<file path="src/hdl/sra_pkg.sv">
// ----------------------------------------------------------------------------
// sra_pkg
// Shared types and constants for the sparse row accumulator.
// ----------------------------------------------------------------------------
package sra_pkg;

    localparam int COLS      = 1024;
    localparam int ROW_CAP   = 64;
    localparam int FRAC_BITS = 16;
    localparam int COL_W     = 10;
    localparam int SUM_W     = 48;
    localparam int POS_W     = 6;
    localparam int CNT_W     = 7;
    localparam int VAL_W     = 32;
    localparam int PROD_W    = 2 * VAL_W;

    localparam logic signed [SUM_W-1:0] SUM_MAX = {1'b0, {(SUM_W-1){1'b1}}};
    localparam logic signed [SUM_W-1:0] SUM_MIN = {1'b1, {(SUM_W-1){1'b0}}};

    typedef struct packed {
        logic init_clear;
        logic sort_step;
        logic emit_load;
        logic emit_empty;
        logic row_clear;
        logic [COL_W-1:0] sweep_col;
        logic [COL_W-1:0] scan_col;
    } sra_cmd_t;

    typedef struct packed {
        logic              term_busy;
        logic [CNT_W-1:0]  count;
        logic              col_occupied;
    } sra_stat_t;

endpackage

</file>
<file path="src/hdl/sra_controller.sv">
// ----------------------------------------------------------------------------
// sra_controller
// Sequences term intake, ascending column sweep and row emission.
// ----------------------------------------------------------------------------
module sra_controller (
    input  logic                 aclk,
    input  logic                 aresetn,
    input  logic                 s_fire,
    input  logic                 s_row_end,
    input  logic                 out_free,
    input  sra_pkg::sra_stat_t   stat,
    output sra_pkg::sra_cmd_t    cmd,
    output logic                 in_ready,
    output logic [sra_pkg::POS_W-1:0] pos,
    output logic                 is_last
);
    localparam logic [2:0] ST_IDLE  = 3'd0;
    localparam logic [2:0] ST_DRAIN = 3'd1;
    localparam logic [2:0] ST_SCAN  = 3'd2;
    localparam logic [2:0] ST_READ  = 3'd3;
    localparam logic [2:0] ST_EMIT  = 3'd4;
    localparam logic [2:0] ST_CLEAR = 3'd5;
    localparam logic [2:0] ST_INIT  = 3'd6;

    logic [2:0]                 state_reg, state_next;
    logic [sra_pkg::COL_W-1:0]  col_reg, col_next;
    logic [sra_pkg::CNT_W-1:0]  idx_reg, idx_next;
    logic [sra_pkg::CNT_W-1:0]  total_reg, total_next;

    always_ff @(posedge aclk) begin
        if (!aresetn) begin
            state_reg <= ST_INIT;
            col_reg   <= '0;
            idx_reg   <= '0;
            total_reg <= '0;
        end else begin
            state_reg <= state_next;
            col_reg   <= col_next;
            idx_reg   <= idx_next;
            total_reg <= total_next;
        end
    end

    always_comb begin
        state_next = state_reg;
        col_next   = col_reg;
        idx_next   = idx_reg;
        total_next = total_reg;
        cmd        = '0;
        cmd.sweep_col = col_reg;
        in_ready   = 1'b0;
        case (state_reg)
            ST_INIT: begin
                cmd.init_clear = 1'b1;
                col_next = col_reg + 1'b1;
                if (col_reg == sra_pkg::COL_W'(sra_pkg::COLS - 1)) begin
                    state_next = ST_IDLE;
                end
            end
            ST_IDLE: begin
                in_ready = 1'b1;
                if (s_fire && s_row_end) begin
                    state_next = ST_DRAIN;
                end
            end
            ST_DRAIN: begin
                if (!stat.term_busy) begin
                    col_next   = '0;
                    idx_next   = '0;
                    total_next = stat.count;
                    state_next = (stat.count == '0) ? ST_EMIT : ST_SCAN;
                end
            end
            ST_SCAN: begin
                if (stat.col_occupied) begin
                    cmd.sort_step = 1'b1;
                    state_next = ST_READ;
                end else begin
                    col_next = col_reg + 1'b1;
                end
            end
            ST_READ: begin
                state_next = ST_EMIT;
            end
            ST_EMIT: begin
                if (out_free) begin
                    if (total_reg == '0) begin
                        cmd.emit_empty = 1'b1;
                        state_next = ST_CLEAR;
                    end else begin
                        cmd.emit_load = 1'b1;
                        idx_next = idx_reg + 1'b1;
                        col_next = col_reg + 1'b1;
                        state_next = (idx_reg + 1'b1 == total_reg) ? ST_CLEAR : ST_SCAN;
                    end
                end
            end
            ST_CLEAR: begin
                cmd.row_clear = 1'b1;
                state_next = ST_IDLE;
            end
            default: begin
                state_next = ST_IDLE;
            end
        endcase
        // occupancy read address for the next cycle's column
        cmd.scan_col = col_next;
    end

    assign pos     = idx_reg[sra_pkg::POS_W-1:0];
    assign is_last = (idx_reg + 1'b1 == total_reg);

`ifndef NO_ASSERTIONS
    a_ready_idle: assert property (@(posedge aclk) disable iff (!aresetn)
        in_ready |-> state_reg == ST_IDLE)
        else $error("input taken outside idle");
    a_emit_bound: assert property (@(posedge aclk) disable iff (!aresetn)
        cmd.emit_load |-> idx_reg < total_reg)
        else $error("emitted more columns than counted");
    a_end_clear: assert property (@(posedge aclk) disable iff (!aresetn)
        (cmd.emit_empty || (cmd.emit_load && is_last)) |=> cmd.row_clear)
        else $error("row not cleared after last result");
`endif
endmodule

</file>
<file path="config.mk">
export PLATFORM = sky130hd
export DESIGN_NAME = sra_controller
export DESIGN_NICKNAME = d
export VERILOG_FILES = /design/src/hdl/sra_pkg.sv /design/src/hdl/sra_controller.sv
export SDC_FILE = /design/constraint.sdc
export NUM_CORES = 1
export LEC_CHECK = 0
export ABC_AREA = 0
export BUFFER_PORTS_ARGS = -buffer_cell sky130_fd_sc_hd__buf_2
export CAP_MARGIN = 10
export CORE_MARGIN = 5
export CORE_UTILIZATION = 47
export CTS_CLUSTER_SIZE = 30
export DETAILED_ROUTE_END_ITERATION = 8
export MAX_ROUTING_LAYER = met4
export PLACE_DENSITY = 0.74
export SYNTH_ARGS = -nofsm -noshare
export SYNTH_HDL_FRONTEND = slang
export SYNTH_SLANG_ARGS = --single-unit
</file>
<file path="constraint.sdc">
create_clock -name aclk -period 2.05 [get_ports aclk]
set_input_delay 0.615 -clock aclk [delete_from_list [all_inputs] [get_ports aclk]]
set_output_delay 0.615 -clock aclk [all_outputs]
set_load 0.01 [all_outputs]
</file>
Yosys cells after proc, flatten, opt, wreduce, memory -nomap -nowiden
Cells that the tools add are included.
{"block": "word_totals", "wordCells": 56, "rom_bits": 0, "memories": 0, "ramBits": 0, "output_inout_bits": 33, "reg_bits": 27, "latch_bits": 0, "in_bits": 14}
{"block": "op_classes", "n_shift": 0, "addsub": 2, "div": 0, "reduce_logical": 8, "multipliers": 0, "n_bitwise": 1, "n_lt_le_gt_ge": 0, "mux": 27, "n_eq_ne": 14}
{"operator": "10-bit two-way mux", "n": 4}
{"operator": "10-bit one-hot mux with 4 select lines", "n": 1}
{"operator": "3-bit two-way mux", "n": 8}
{"operator": "7-bit two-way mux", "n": 3}
{"operator": "3-bit one-hot mux with 6 select lines", "n": 1}
{"operator": "7-bit zero test", "n": 2}
{"operator": "7-bit one-hot mux with 2 select lines", "n": 1}
{"operator": "2-bit inequality test (second input constant)", "n": 6}
{"operator": "10-bit by 1-bit adder with 10-bit output (second input constant)", "n": 1}
{"operator": "10-bit == test (second input constant)", "n": 1}
{"operator": "3-bit == test (second input constant)", "n": 3}
{"operator": "7-bit by 1-bit adder with 7-bit output (second input constant)", "n": 1}
{"operator": "7-bit == test", "n": 1}
{"operator": "1-bit two-way mux", "n": 7}
{"operator": "3-bit by 2-bit == test with 1-bit output (second input constant)", "n": 2}
{"operator": "5-bit AND reduction", "n": 1}
{"operator": "2-bit two-way mux", "n": 2}
{"operator": "4-bit AND reduction", "n": 1}
{"operator": "3-bit by 1-bit == test with 1-bit output (second input constant)", "n": 1}
{"operator": "3-bit zero test", "n": 1}
{"operator": "2-bit AND reduction", "n": 1}
{"operator": "2-bit nonzero test", "n": 1}
{"operator": "1-bit logical AND", "n": 1}
{"operator": "1-bit NOT", "n": 1}

Depth between registers and ports, before layout
Gate-level depths: netlist (run 1).
{"block": "logic_depth", "ltp_word": 6, "ltp_mapped": 7, "mapped_depth_nobuf": 7}

Least setup slack after synthesis (run 1)
Ideal clock, no wire load.
{"block": "synth_timing", "path_kind": "flip-flop to output port", "from": "register state_reg[0]", "to": "output cmd[7] (netlist bit)", "n_path_buf": 2, "required_time_ps": 1435, "arrival_ps": 1737, "setup_slack_ps": -302, "path_stages_with_launch": 8, "path_cell_list": "dfxtp_1 buf_6 or3b_4 a211o_1 buf_6 nand2_4 a21oi_1 a311oi_1"}
{"item": "start, declared", "line_no": "sra_controller.sv:25", "rtl": "logic [2:0] state_reg, state_next;"}
{"item": "start signal, assigned", "line_no": "sra_controller.sv:37", "rtl": "state_reg <= state_next;"}
{"item": "end, declared", "line_no": "sra_controller.sv:12", "rtl": "output sra_pkg::sra_cmd_t cmd,"}

==> results of run 1 <==
[critical path: cells and delay by family, from the launching register on]
kind / cells / cell delay (ns)
AO/OA/AOI/OAI: 1 / 0.18
buffers and inverters: 3 / 0.45
flip-flops: 1 / 0.35
multiplexers: 1 / 0.27
AND/OR/NAND/NOR: 2 / 0.45
[path summary, 6_finish.rpt]
path / start / endpoint / slack, ns / cells after the start
setup reg to reg: total_reg[4] / state_reg[0] / -0.01 / 11
hold / removal: idx_reg[3] / idx_reg[3] / 0.51 / 1
setup / recovery: total_reg[4] / cmd[0] / -0.55 / 7
hold reg to reg: idx_reg[3] / idx_reg[3] / 0.51 / 1
[metal layers]
layer	wire [um]	vias to the layer above	share of wire, %	track usage (%)
li1	-	1007	-	-
met1	2490	1015	40	27.2
met2	3070	96	50	39.2
met3	435	19	7.1	4.26
met4	165	0	2.7	10.2
met5	0	-	0	-
[what timing repair did]
item | in CTS | in global routing
pin swaps | 10 | 10
endpoints found under the setup margin | 13 | 18
buffers inserted | 8 | 5
gates resized for setup | 24 | 27
hold buffers | 0 | 0
[final cells by class]
| type | count | area, um^2 |
|---|---|---|
| multi-input combinational | 173 | 1310 |
| fill | 246 | 896 |
| timing repair buffer | 107 | 731 |
| sequential | 27 | 553 |
| tap | 48 | 60.1 |
| clock buffer | 4 | 45.0 |
| inverter | 10 | 37.5 |
[through the flow]
| step | utilization, % | worst slack [ns] | power, mW | hold WS, ns |
|---|---|---|---|---|
| floorplan | - | -0.158 | 0.584 | 0.449 |
| global placement | 66.4 | -0.309 | 0.636 | 0.468 |
| detailed placement | 66.4 | -0.381 | 0.637 | 0.485 |
| CTS | 72.5 | -0.471 | 0.939 | 0.506 |
| global route | 75.3 | -0.585 | 0.978 | 0.532 |
| finish | 75.3 | -0.549 | 0.947 | 0.513 |
[power by group]
group / switching [mW] / internal [mW]
registers: 0.00349 / 0.529
clock network: 0.173 / 0.140
logic: 0.0542 / 0.0482
[cell usage after synthesis (4+ instances only)]
cell type  number  area share (%)
nand2_1        31             6.7
dfxtp_1        27              31
a21oi_1        24             6.9
nor2_1         17             3.7
o21ai_0        11             3.2
inv_1           9             1.9
a311oi_1        8             4.0
xnor2_1         7             3.5
a31oi_1         6             2.2
buf_4           6             2.6
clkbuf_1        6             1.3
and2_1          5             1.8
nand3_1         5             1.4
nand2b_1        4             1.4
nand4_1         4             1.4
nor3_1          4             1.1
[cell families (layout without fill, tap and decap cells)]
group | count (synthesis) | in the layout | share of synthesized area, %
AO/OA/AOI/OAI | 68 | 68 | 26.4
XOR/XNOR | 9 | 9 | 4.52
adder cells (fa/ha/maj) | 2 | 2 | 1.43
buffers and inverters | 26 | 121 | 7.88
flip-flops | 27 | 27 | 31.0
multiplexers | 2 | 2 | 1.22
AND/OR/NAND/NOR | 92 | 92 | 27.6
==> impl_metrics.toml, run 1 <==
[cells_and_area]
final_common_cell = "buf_4"
layout_common_cells = "57 x buf_4, 43 x buf_2, 29 x nand2_1, 17 x dfxtp_1, 15 x a21oi_1"
fin_area_um2 = 2740
drive_gt1_share_pct = 53.9
largest_reg_flops = 10
antenna_cells = 0
finalNetCount = 338
area_delta_synth_final_pct = 56.8
post_layout_nonfiller_instances = 369

[yosys]
synth_seq_area_share_pct = 31.0
synth_area_um2 = 1750
synth_nets = 242
synthCells = 226
yosysWarnings = 0
ys.flop_type = "dfxtp_1"
synth_edf_count = 0
ys_types = 52
async_flop_share_pct = 0
avgSynthCellArea_um2 = 7.72
synth_seq_cells = 27

[setup_path]
critPathMostFrequentCell = "buf_4"
crit_chain = "nor4_4 -> buf_4 -> a211o_4 -> nand2_8 -> buf_4 -> mux2_4 -> buf_6"
cp_slowest_cell = "dfxtp_2"
cp_max_fo = 8
worstPathArrival_ns = 1.98
cpPeakStageDelay_ns = 0.35
crit_type = "reg -> out"
end_kind = "primary output"
required_ns = 1.43
cp-start-kind = "register"

[timing]
clock.fmax_mhz = 385
slew_violations = 0
fin_crit_ns = 2.60
setup_ws_ns = -0.549
relSlewSlack_pct = 70.8
post-route-period-util_pct = 127
hold_viol = 0
clock_skew_ns = 0.00186
setup-violations-final = 15
fin_setup_tns_ns = -5.76
worstMarginPinSlew_ns = 0.434
rsz0062_at_grt = "yes"

[drt]
wl_mm = 6.16
viasPerCell = 5.79
drc_errors = 0
drt-pass1-iter-count = 4
ant_nets = 0
wl_per_cell_um = 16.7
drt_iter0_markers = 173
vias = 2137

[cts]
numCtsBuffers = 3
cts_max_level = 1
root_buffer = "clkbuf_8"
cts.sinks = 27
clockBufferDepth = 2
insertion_delay_ns = 0.28
clk_pin_slew_ns = 0.09
cts_tree = "yes"

[place]
place_congestion = 0.874
dpl_cell_area_um2 = 2410
io_buffer_count = 46
post-dp-hpwl_mm = 3.96
dp.cells = 356

[run_status]
violations = "negative setup slack"
status = "complete, but fails checks"

[die]
die_h_um = 70.9
die_area_um2 = 5030
fp.dieW_um = 70.9
start_util_pct = 48.0
rows = 22
num_io_pins = 47
coreArea_um2 = 3630

[global_routing]
grtUsageTotal_pct = 23.4
grt_max_degree = 19
grt_pass1_wl_mm = 9.34
grt_pass1_vias = 2094
antenna_found_initial = 0
grt_overflow = 0

[power]
vdd_drop_max_v = 0.000309
powerDensity_nw_per_um2 = 346
p_leak_nw = 1.19

[job]
maxCapViolations = 0

[min_path]
hp-class = "reg -> reg"
Power figures use the tool's default switching activity.
==> run 2, diff against run 1 <==
--- a/config.mk
+++ b/config.mk
@@ -9,11 +9,12 @@
 export BUFFER_PORTS_ARGS = -buffer_cell sky130_fd_sc_hd__buf_2
 export CAP_MARGIN = 10
 export CORE_MARGIN = 5
-export CORE_UTILIZATION = 47
+export CORE_UTILIZATION = 41
 export CTS_CLUSTER_SIZE = 30
 export DETAILED_ROUTE_END_ITERATION = 8
 export MAX_ROUTING_LAYER = met4
-export PLACE_DENSITY = 0.74
+export PLACE_DENSITY = 0.66
+export REMOVE_ABC_BUFFERS = 1
 export SYNTH_ARGS = -nofsm -noshare
 export SYNTH_HDL_FRONTEND = slang
 export SYNTH_SLANG_ARGS = --single-unit
==> run 2 against run 1 <==
The flow still finishes with violations (negative setup slack). Clock skew is 0.0033 ns higher. Sequential share of layout area is 0.075 points higher. Die area is 13% higher. First-iteration DRC count is 11% lower. Non-clock buffer count is 10 higher. Routed wire length is 6.8% lower. Register-to-register slack better by 0.12 ns.
==> impl_metrics.toml, run 2 (synthesized netlist as in run 1, its figures left out) <==
[run_status]
violations = "negative setup slack"
status = "complete, but fails checks"

[die]
num_io_pins = 47
die_area_um2 = 5660
die_h_um = 75.2
rows = 23
start_util_pct = 43.0
fp.dieW_um = 75.2
coreArea_um2 = 4060

[setup_path]
critical_path.startpoint = "total_reg[5]"
cp_max_fo = 4
crit_chain = "nor4_4 -> buf_4 -> a211o_4 -> buf_4 -> nand3b_1 -> a22oi_2 -> nor2_1 -> buf_2"
critPathMostFrequentCell = "buf_4"
cpPeakStageDelay_ns = 0.37
worstRegToRegCells = 11
required_ns = 1.43
crit_type = "reg -> out"
worstPathArrival_ns = 1.95
r2r_start = "idx_reg[0]"
end_kind = "primary output"
cp-start-kind = "register"
cp_slowest_cell = "nor4_4"

[drt]
vias = 2079
drt-pass1-iter-count = 4
wl_per_cell_um = 15.1
ant_nets = 0
drt_iter0_markers = 154
wl_mm = 5.74
viasPerCell = 5.46
drc_errors = 0

[global_routing]
grt_overflow = 0
grtUsageTotal_pct = 21.7
grt_pass1_vias = 2008
antenna_found_initial = 0
grt_pass1_wl_mm = 9.14
grt_max_degree = 19

[timing]
relSlewSlack_pct = 78.5
worstMarginPinSlew_ns = 0.320
fin_setup_tns_ns = -5.32
fin_crit_ns = 2.56
slew_violations = 0
setup_ws_ns = -0.515
setup-violations-final = 12
rsz0062_at_grt = "yes"
hold_viol = 0
clock_skew_ns = 0.00514
post-route-period-util_pct = 125
clock.fmax_mhz = 390

[job]
maxCapViolations = 0

[power]
finalPower_mw = 0.950
p_leak_nw = 1.21
vdd_drop_max_v = 0.000331
powerDensity_nw_per_um2 = 350

[cells_and_area]
largest_reg_flops = 10
final_common_cell = "buf_4"
drive_gt1_share_pct = 48.9
layout_common_cells = "65 x buf_4, 44 x buf_2, 31 x nand2_1, 22 x a21oi_1, 19 x dfxtp_1"
finalNetCount = 348
antenna_cells = 0
fin_util_pct = 66.9
area_delta_synth_final_pct = 55.6

[min_path]
worstHoldPathCells = 1
hp-class = "reg -> reg"
worstHoldStart = "idx_reg[6]"

[place]
io_buffer_count = 46
post-dp-hpwl_mm = 4.10
place_congestion = 0.832

[cts]
numCtsBuffers = 3
insertion_delay_ns = 0.28
cts.sinks = 27
cts_max_level = 1
clockBufferDepth = 2
root_buffer = "clkbuf_8"
cts_tree = "yes"
clk_pin_slew_ns = 0.10
==> run 2: report_power, final <==
group,internal [mW],total [mW],switching [mW]
registers,0.529,0.534,0.00512
clock network,0.140,0.312,0.172
logic,0.0523,0.104,0.0516
total,0.721,0.950,0.229
==> run 2: metrics by stage <==
step | instance area, um^2 | cells | hold WS (ns) | worst slack [ns]
after floorplan | 1650 | 210 | 0.449 | -0.440
after global placement | 2400 | 366 | 0.470 | -0.300
after detailed placement | 2400 | 366 | 0.470 | -0.340
after CTS | 2640 | 380 | 0.498 | -0.505
after global routing | 2720 | 381 | 0.528 | -0.616
final | 2720 | 381 | 0.505 | -0.515
==> run 2: final timing paths <==
check,slack [ns],end
max,-0.51,cmd[1]
min,0.51,idx_reg[6]
max reg2reg,0.11,state_reg[1]
min reg2reg,0.51,idx_reg[6]
==> run 2: per-layer routing <==
| metal | up-vias | track usage [%] | part of all wire, % |
|---|---|---|---|
| li1 | 1024 | - | - |
| met1 | 983 | 27.6 | 45 |
| met2 | 62 | 35.6 | 48 |
| met3 | 10 | 2.80 | 5.6 |
| met4 | 0 | 7.18 | 2.0 |
| met5 | - | - | 0 |
==> run 2: worst max-delay path: cells and delay by family (launching register included) <==
family	cells	cell delay, ns
AOI/OAI and AO/OA	2	0.35
buffers and inverters	3	0.45
DFF	1	0.35
and+or+nand+nor	3	0.52
==> run 2: repair_timing <==
item / in CTS / in global routing
hold buffers: 0 / 0
pin swaps: 10 / 8
resized for setup: 29 / 15
setup endpoints to repair: 13 / 16
buffers inserted: 9 / 4
cloned: 1 / 0
==> run 2: area by class of cell <==
type	count	area [um^2]
sequential	27	551
tap	50	62.6
multi-input combinational	173	1210
timing repair buffer	117	807
inverter	10	37.5
fill	326	1340
clock buffer	4	45.0
==> run 3, diff against run 2 <==
--- a/config.mk
+++ b/config.mk
@@ -6,9 +6,10 @@
 export NUM_CORES = 1
 export LEC_CHECK = 0
 export ABC_AREA = 0
+export ABC_CLOCK_PERIOD_IN_PS = 2050
 export BUFFER_PORTS_ARGS = -buffer_cell sky130_fd_sc_hd__buf_2
 export CAP_MARGIN = 10
-export CORE_MARGIN = 5
+export CORE_ASPECT_RATIO = 1.4
 export CORE_UTILIZATION = 41
 export CTS_CLUSTER_SIZE = 30
 export DETAILED_ROUTE_END_ITERATION = 8
==> run 3 against run 2 <==
The run still ends with negative setup slack left. Critical path type unchanged. Setup slack worse by 0.018 ns. Sequential power about the same. Worst hold slack worse by 0.0042 ns. Count of clock-buffer cells in the layout down 1. Die area down 20%. Clock skew down 0.0038 ns. Flip-flop and latch count unchanged.
==> impl_metrics.toml, run 3 (synthesized netlist as in run 1, its figures left out) <==
[die]
rows = 27
die_h_um = 79.2
start_util_pct = 43.4
fp.dieW_um = 57.1
coreArea_um2 = 4020
num_io_pins = 47
die_area_um2 = 4530

[min_path]
min_to = "idx_reg[6]"
worstHoldStart = "idx_reg[6]"
hp-class = "reg -> reg"
worstHoldPathCells = 1

[cts]
clk_pin_slew_ns = 0.10
cts_max_level = 1
clockBufferDepth = 2
cts.sinks = 27
root_buffer = "clkbuf_8"
holdBufCountCts = 0
cts_tree = "yes"
insertion_delay_ns = 0.27
numCtsBuffers = 3

[power]
seqPwrFrac_pct = 56.1
p_comb_share_pct = 10.2
intPower_mw = 0.712
vdd_drop_max_v = 0.000269
p_leak_nw = 1.19
p_sw_share_pct = 25.2
p_clk_share_pct = 33.7
switchingPower_mw = 0.239
powerDensity_nw_per_um2 = 348

[cells_and_area]
antenna_cells = 0
layout_common_cells = "63 x buf_4, 44 x buf_2, 29 x nand2_1, 20 x a21oi_1, 19 x dfxtp_1"
drive_gt1_share_pct = 51.2
post_layout_nonfiller_instances = 371
area_delta_synth_final_pct = 56.6
largest_reg_flops = 10
finalNetCount = 345
final_common_cell = "buf_4"

[timing]
post-route-period-util_pct = 126
setup-violations-final = 13
setup_ws_ns = -0.533
fin_crit_ns = 2.58
relSlewSlack_pct = 78.9
slew_violations = 0
clock_skew_ns = 0.00129
hold_viol = 0
clock.fmax_mhz = 387
rsz0062_at_grt = "yes"
worstMarginPinSlew_ns = 0.314

[drt]
drt-pass1-iter-count = 4
wl_per_cell_um = 15.1
drc_errors = 0
ant_nets = 0
wl_mm = 5.61
viasPerCell = 5.64
vias = 2091
drt_iter0_markers = 62

[place]
dp.cells = 357
io_buffer_count = 46
post-place-ws_ns = -0.370
place_congestion = 0.819
post-dp-hpwl_mm = 3.83

[global_routing]
grt_pass1_vias = 1976
grt_pass1_wl_mm = 8.47
grt_overflow = 0
antenna_found_initial = 0
grt_max_degree = 19
grtUsageTotal_pct = 24.3

[setup_path]
worstRegToRegCells = 6
worstPathArrival_ns = 1.97
crit_type = "reg -> out"
r2r-end = "idx_reg[2]"
crit_chain = "or3b_4 -> buf_4 -> nor2_4 -> a21oi_1 -> buf_4 -> a311oi_2 -> buf_2"
rrSetupSlack_ns = 0.18
required_ns = 1.43
cpPeakStageDelay_ns = 0.41
cp_max_fo = 7
critical_path.startpoint = "state_reg[1]"
r2r_start = "state_reg[0]"
cp_slowest_cell = "or3b_4"
end_kind = "primary output"
cp-start-kind = "register"
critPathMostFrequentCell = "buf_4"

[run_status]
violations = "negative setup slack"
status = "complete, but fails checks"

[job]
maxCapViolations = 0
==> run 3: changes by cell type in the layout (fill, tap and decap cells not counted), sizes merged <==
| cell | delta |
|---|---|
| clkbuf | -1 |
| clkinvlp | +1 |
| buf | -2 |
| clkdlybuf4s15 | -1 |
==> run 3: cell type report <==
class                   instances  area [um^2]
multi-input cells             173         1270
repair buffers                114          772
inverters                      10         40.0
flip-flops and latches         27          551
clock buffers                   3         41.3
fillers                       325         1290
clock inverters                 1         7.51
well taps                      43         53.8
==> run 3: power groups by stage <==
stage	Sequential [mW]	Clock, mW	Combinational (mW)
floorplan	0.551	0	0.0282
global placement	0.545	0	0.0873
detailed placement	0.546	0	0.0872
CTS	0.534	0.328	0.0910
global route	0.535	0.345	0.104
finish	0.534	0.320	0.0971
==> run 3: through the flow <==
stage	util (%)	cell area [um^2]	TNS [ns]	power [mW]	hold slack, ns
floorplan	-	1650	-3.36	0.579	0.449
global placement	58.8	2360	-2.85	0.633	0.465
detailed placement	58.8	2360	-2.91	0.633	0.468
CTS	63.9	2570	-5.51	0.952	0.501
global route	68.0	2730	-6.00	0.983	0.540
finish	68.0	2730	-5.32	0.951	0.501
==> run 3: critical path, delay by kind of cell (launching register included) <==
family	cells	cell delay, ns
AND/OR/NAND/NOR	2	0.52
AO/OA/AOI/OAI	2	0.33
flip-flops	1	0.33
buffers and inverters	3	0.51
==> run 3: repair_timing <==
action                                  in CTS  in global routing
pin swaps                                   11                  9
endpoints found under the setup margin      13                 17
gates resized for setup                     22                 33
buffers inserted                            11                  0
==> run 3: worst max-delay path by stage <==
stage              to  cells past startpoint  slack [ns]
6_report       cmd[2]                      7       -0.53
5_1_grt        cmd[2]                      7       -0.57
4_1_cts        cmd[6]                      6       -0.53
3_5_place_dp   cmd[7]                      8       -0.37
3_3_place_gp   cmd[6]                      7       -0.32
2_1_floorplan  cmd[7]                      5       -0.44
==> run 3: per-layer routing <==
metal / global-route usage, % / wire [um] / up-vias
met5: - / 0 / -
met4: 11.5 / 125 / 0
met3: 2.12 / 173 / 10
met2: 44.9 / 3030 / 57
met1: 25.7 / 2280 / 1001
li1: - / - / 1023
